===== src/rtl/double_free_detector_top_macros.svh =====
// Assertion macros for the double free detector.
// Used by double_free_detector_top; expects signals clock and reset in scope.
`ifndef DOUBLE_FREE_DETECTOR_TOP_MACROS_SVH
`define DOUBLE_FREE_DETECTOR_TOP_MACROS_SVH

// same-cycle implication, disabled during reset
`define DFD_ASSERT_NOW(label, ante, cons, msg) \
   label: assert property (@(posedge clock) disable iff (reset) (ante) |-> (cons)) \
      else $error(msg);

// next-cycle implication, disabled during reset
`define DFD_ASSERT_NEXT(label, ante, cons, msg) \
   label: assert property (@(posedge clock) disable iff (reset) (ante) |=> (cons)) \
      else $error(msg);

`endif


===== src/rtl/dfd_pkg.sv =====
// Shared types and constants for the double free detector.
// No dependencies; imported by dfd_cell and double_free_detector_top.
`default_nettype none

package dfd_pkg;

   localparam int REQ_ADDRESS_W = 64;
   localparam int COUNT_W       = 32;
   localparam int LIVE_W        = 7;

   localparam logic CMD_ALLOC = 1'b0;
   localparam logic CMD_FREE  = 1'b1;

   localparam logic [COUNT_W-1:0] COUNT_MAX = {COUNT_W{1'b1}};

   typedef struct packed {
      logic active;
      logic command;
      logic done;
      logic skip;
   } dfd_token_type;

endpackage

`default_nettype wire


===== src/rtl/dfd_cell.sv =====
// One table entry of the detector: holds a valid bit and an address.
// Passes the event token to the next cell each cycle. Depends on dfd_pkg.
`default_nettype none

module dfd_cell
   import dfd_pkg::*;
#(
   parameter int ADDRESS_BITS = 64
) (
   input  wire logic                    clock,
   input  wire logic                    reset,
   input  wire dfd_token_type           tok_in,
   input  wire logic [ADDRESS_BITS-1:0] addr_in,
   output dfd_token_type                tok_out,
   output logic [ADDRESS_BITS-1:0]      addr_out
);

   logic                    valid_ff;
   logic                    valid_in;
   logic [ADDRESS_BITS-1:0] entry_ff;
   dfd_token_type           tok_ff;
   dfd_token_type           tok_in_next;
   logic [ADDRESS_BITS-1:0] addr_ff;
   logic                    eligible;
   logic                    hit_alloc;
   logic                    hit_free;

   assign eligible  = tok_in.active & ~tok_in.done & ~tok_in.skip;
   assign hit_alloc = eligible & (tok_in.command == CMD_ALLOC) & ~valid_ff;
   assign hit_free  = eligible & (tok_in.command == CMD_FREE) & valid_ff
                    & (entry_ff == addr_in);

   always_comb begin
      valid_in = valid_ff;
      if (hit_alloc) begin
         valid_in = 1'b1;
      end else if (hit_free) begin
         valid_in = 1'b0;
      end
      tok_in_next      = tok_in;
      tok_in_next.done = tok_in.done | hit_alloc | hit_free;
   end

   always_ff @(posedge clock) begin
      if (reset) begin
         valid_ff     <= 1'b0;
         tok_ff       <= '0;
      end else begin
         valid_ff     <= valid_in;
         tok_ff       <= tok_in_next;
      end
   end

   always_ff @(posedge clock) begin
      addr_ff <= addr_in;
      if (hit_alloc) begin
         entry_ff <= addr_in;
      end
   end

   assign tok_out  = tok_ff;
   assign addr_out = addr_ff;

endmodule

`default_nettype wire


===== config.mk =====
export PLATFORM = sky130hd
export DESIGN_NAME = dfd_cell
export DESIGN_NICKNAME = d
export VERILOG_FILES = /design/src/rtl/double_free_detector_top_macros.svh /design/src/rtl/dfd_pkg.sv /design/src/rtl/dfd_cell.sv
export SDC_FILE = /design/constraint.sdc
export NUM_CORES = 1
export LEC_CHECK = 0
export ABC_AREA = 1
export BUFFER_PORTS_ARGS = -buffer_cell sky130_fd_sc_hd__buf_4
export CORE_UTILIZATION = 50
export CTS_BUF_LIST = sky130_fd_sc_hd__clkbuf_4 sky130_fd_sc_hd__clkbuf_8 sky130_fd_sc_hd__clkbuf_16
export CTS_CLUSTER_DIAMETER = 30
export DETAILED_ROUTE_END_ITERATION = 6
export PLACE_DENSITY = 0.81
export SLEW_MARGIN = 20
export SYNTH_ARGS = -nofsm -noshare
export SYNTH_HDL_FRONTEND = slang
export SYNTH_SLANG_ARGS = --single-unit
export TNS_END_PERCENT = 50

===== constraint.sdc =====
create_clock -name clock -period 5.5 [get_ports clock]
set_clock_uncertainty 0.1 [all_clocks]
set_input_delay 1.1 -clock clock [delete_from_list [all_inputs] [get_ports clock]]
set_output_delay 1.1 -clock clock [all_outputs]
set_load 0.01 [all_outputs]

==> reports/qor.yml <==
post_cts.resized_instances: 0
drt-pass1-iter-count: 4
tritoncts_clock_tree: "done"
antenna_found_initial: 0
synthesis.nets: 505
synthesis.instances: 435
num-nets-final: 662
syn_area_per_cell_um2: 10.5
grt_pass1_wl_um: 14200
cell_at_the_root_of_the_clock_tree: "sky130_fd_sc_hd__clkbuf_8"
static-leakage-power_nw: 3.03
critical_path.most_common_cell: "sky130_fd_sc_hd__buf_4"
half_perimeter_wire_length_after_placement_um: 6130
worst_path_max_delay_cell: "sky130_fd_sc_hd__nor2_4"
clk_pin_slew_ps: 60
mappedNetlistArea_um2: 4560
crit_arrival_ps: 2780
pwr_density_cell_nw_per_um2: 372
critPathBufInv: 2
ctsLongestPathBuffers: 2
synth-seq-area-share_pct: 72.5
timing.max_slew.rel_slack_pct: 42.1
setup.reg_to_reg.worst_slack_ps: 3450
grt.overflow.total: 0
design.portCount: 138
clk-insertion-delay-late_ps: 510
ys_seq_elements: 133
run_status: "complete, no violations"
vias: 3296
max_cap_violations: 0
crit_family: "simple AND/OR/NAND/NOR gates"
worstSetupStartpointType: "primary input"
rsz0062_at_grt: "false"
finalCritPeriodShare_pct: 49.4
vias_per_cell: 4.62
hold_viol: 0
synth_largest_type_area_fraction_pct: 42.2
die_area_um2: 9500
seq_power_share_pct: 46.2
post-layout-total-power_mw: 2.35
power.net_switching_uw: 491
worstPathRequired_ps: 5560
floorplan_row_count: 34
mostFrequentLayoutCells: "sky130_fd_sc_hd__buf_4, sky130_fd_sc_hd__nand2_1, sky130_fd_sc_hd__inv_1"
cts.hold.buffers_added: 0
finish.cell_count_without_fillers: 713
count_of_buffers_from_port_buffering: 137
power.clock.fraction_pct: 47.0
class_of_the_worst_hold_path: "flop to flop"
tightestPinTransition_ps: 867
drt_iter0_drc: 144
most_frequent_standard_cell_in_the_layout_excluding_fill_and_tap_cells: "sky130_fd_sc_hd__buf_4"
synth.top_cells.by_area: "sky130_fd_sc_hd__edfxtp_1, sky130_fd_sc_hd__dfxtp_1, sky130_fd_sc_hd__nand2_1"
route.final.wire_length_um: 8740
die_w_um: 97.5
routabilityCongestion: 0.757
antenna_cells: 0
ant_nets: 0
layout-area-overhead-vs-synth_pct: 38.9
drcViolationCount: 0
coreArea_um2: 8760
initial_core_util_pct: 52.0
post_route_cells_drive_above_1_share_pct: 30.1
clock.fmax_mhz: 368
netlist-cell-type-count: 18
grt_max_degree: 36
nFillCells: 622
worstSetupPathType: "primary input to flop"
crit_path_end_kind: "flop"
critical_path.cell_chain: "buf_4, nor3_2, nand2_1, nor2_4, buf_4"
switching_share_pct: 20.9
vdd_ir_drop_max_mv: 0.277
cellInternalPower_mw: 1.86
finalCriticalPeriod_ps: 2720
numCtsBuffers: 17
cts.sinks: 133
grt_pass1_vias: 3213
tns_ps: 0
wire_per_inst_um: 12.3
setup_viol: 0
path_max_fanout: 35
post-cts-setup-buffer-count: 0
timing.critical_path.slowest_cell_delay_ps: 670
number_of_slew_limit_violations_in_the_final_report: 0
p_comb_share_pct: 6.8
global_route.usage.total_pct: 19.4
dp_cells: 681
die-height_um: 97.5
synthesis.yosys.warnings: 0
cts_htree_levels: 4
yosysTopAreaCell: "sky130_fd_sc_hd__edfxtp_1"
==> metal layers <==
metal	up-vias	GRT usage [%]	wire length, um
met5	-	0	0
met4	0	8.03	153
met3	16	6.83	553
met2	121	31.7	4300
met1	1506	23.4	3730
li1	1653	-	-
==> logic make-up after synthesis <==
family | share of synthesized area, %
buffers and inverters | 6.92
AND/OR/NAND/NOR | 15.7
XOR/XNOR | 1.92
flip-flops | 72.5
AO/OA/AOI/OAI | 2.99
==> tightest hold or removal path, stage by stage (launching register included) <==
cell,delay [ps]
sky130_fd_sc_hd__dfxtp_1,340
sky130_fd_sc_hd__nand2_1,80
sky130_fd_sc_hd__a21oi_1,50
==> registers in the layout, indices dropped and copies added (netlist names) <==
register	cells
tok_out	4
addr_out	64
valid_ff	1
entry_ff	64
==> per-stage QoR <==
step                      area, um2  hold WS, ps  util (%)  setup WS [ps]
after floorplan                4560          347         -            813
after global placement         5730          410      65.4           2280
after detailed placement       5730          412      65.4           2220
after CTS                      6330          420      72.2           2770
after global routing           6330          431      72.2           2680
final                          6330          417      72.2           2780
==> cell type report <==
class                      count  area [um2]  area share [%]
inverter                      84         315            4.98
clock buffer                  19         435            6.88
tap                          108         135            2.14
multi-input combinational    218         945            14.9
sequential                   133        3300            52.2
timing repair buffer         138        1040            16.4
clock inverter                13         158            2.49
==> synth_stat cells <==
master / instances
sky130_fd_sc_hd__edfxtp_1: 64
sky130_fd_sc_hd__nor3_2: 1
sky130_fd_sc_hd__nor2_1: 46
sky130_fd_sc_hd__o21ai_0: 8
sky130_fd_sc_hd__nor2_2: 4
sky130_fd_sc_hd__nand3_1: 1
sky130_fd_sc_hd__o21ai_1: 11
sky130_fd_sc_hd__a21oi_2: 1
sky130_fd_sc_hd__xnor2_1: 10
sky130_fd_sc_hd__o2111ai_1: 1
sky130_fd_sc_hd__o22ai_1: 3
sky130_fd_sc_hd__a21oi_1: 1
sky130_fd_sc_hd__inv_1: 80
sky130_fd_sc_hd__nand3_2: 1
sky130_fd_sc_hd__or2_1: 1
sky130_fd_sc_hd__nand2_1: 129
sky130_fd_sc_hd__dfxtp_1: 69
sky130_fd_sc_hd__inv_2: 4
==> worst paths after layout <==
kind	startpoint	end	depth (start not counted)
setup / recovery	tok_in[0]	entry_ff[37]	5
hold / removal	valid_ff	valid_ff	2
setup reg to reg	valid_ff	entry_ff[37]	2
hold reg to reg	valid_ff	valid_ff	2
==> power groups by stage <==
stage / registers [mW] / clock network [mW] / logic [mW]
final: 1.09 / 1.11 / 0.160
after global routing: 1.09 / 1.17 / 0.177
after CTS: 1.09 / 1.12 / 0.163
after detailed placement: 1.11 / 0 / 0.161
after global placement: 1.11 / 0 / 0.156
after floorplan: 1.12 / 0 / 0.0416
(Power assumes the default switching activity.)
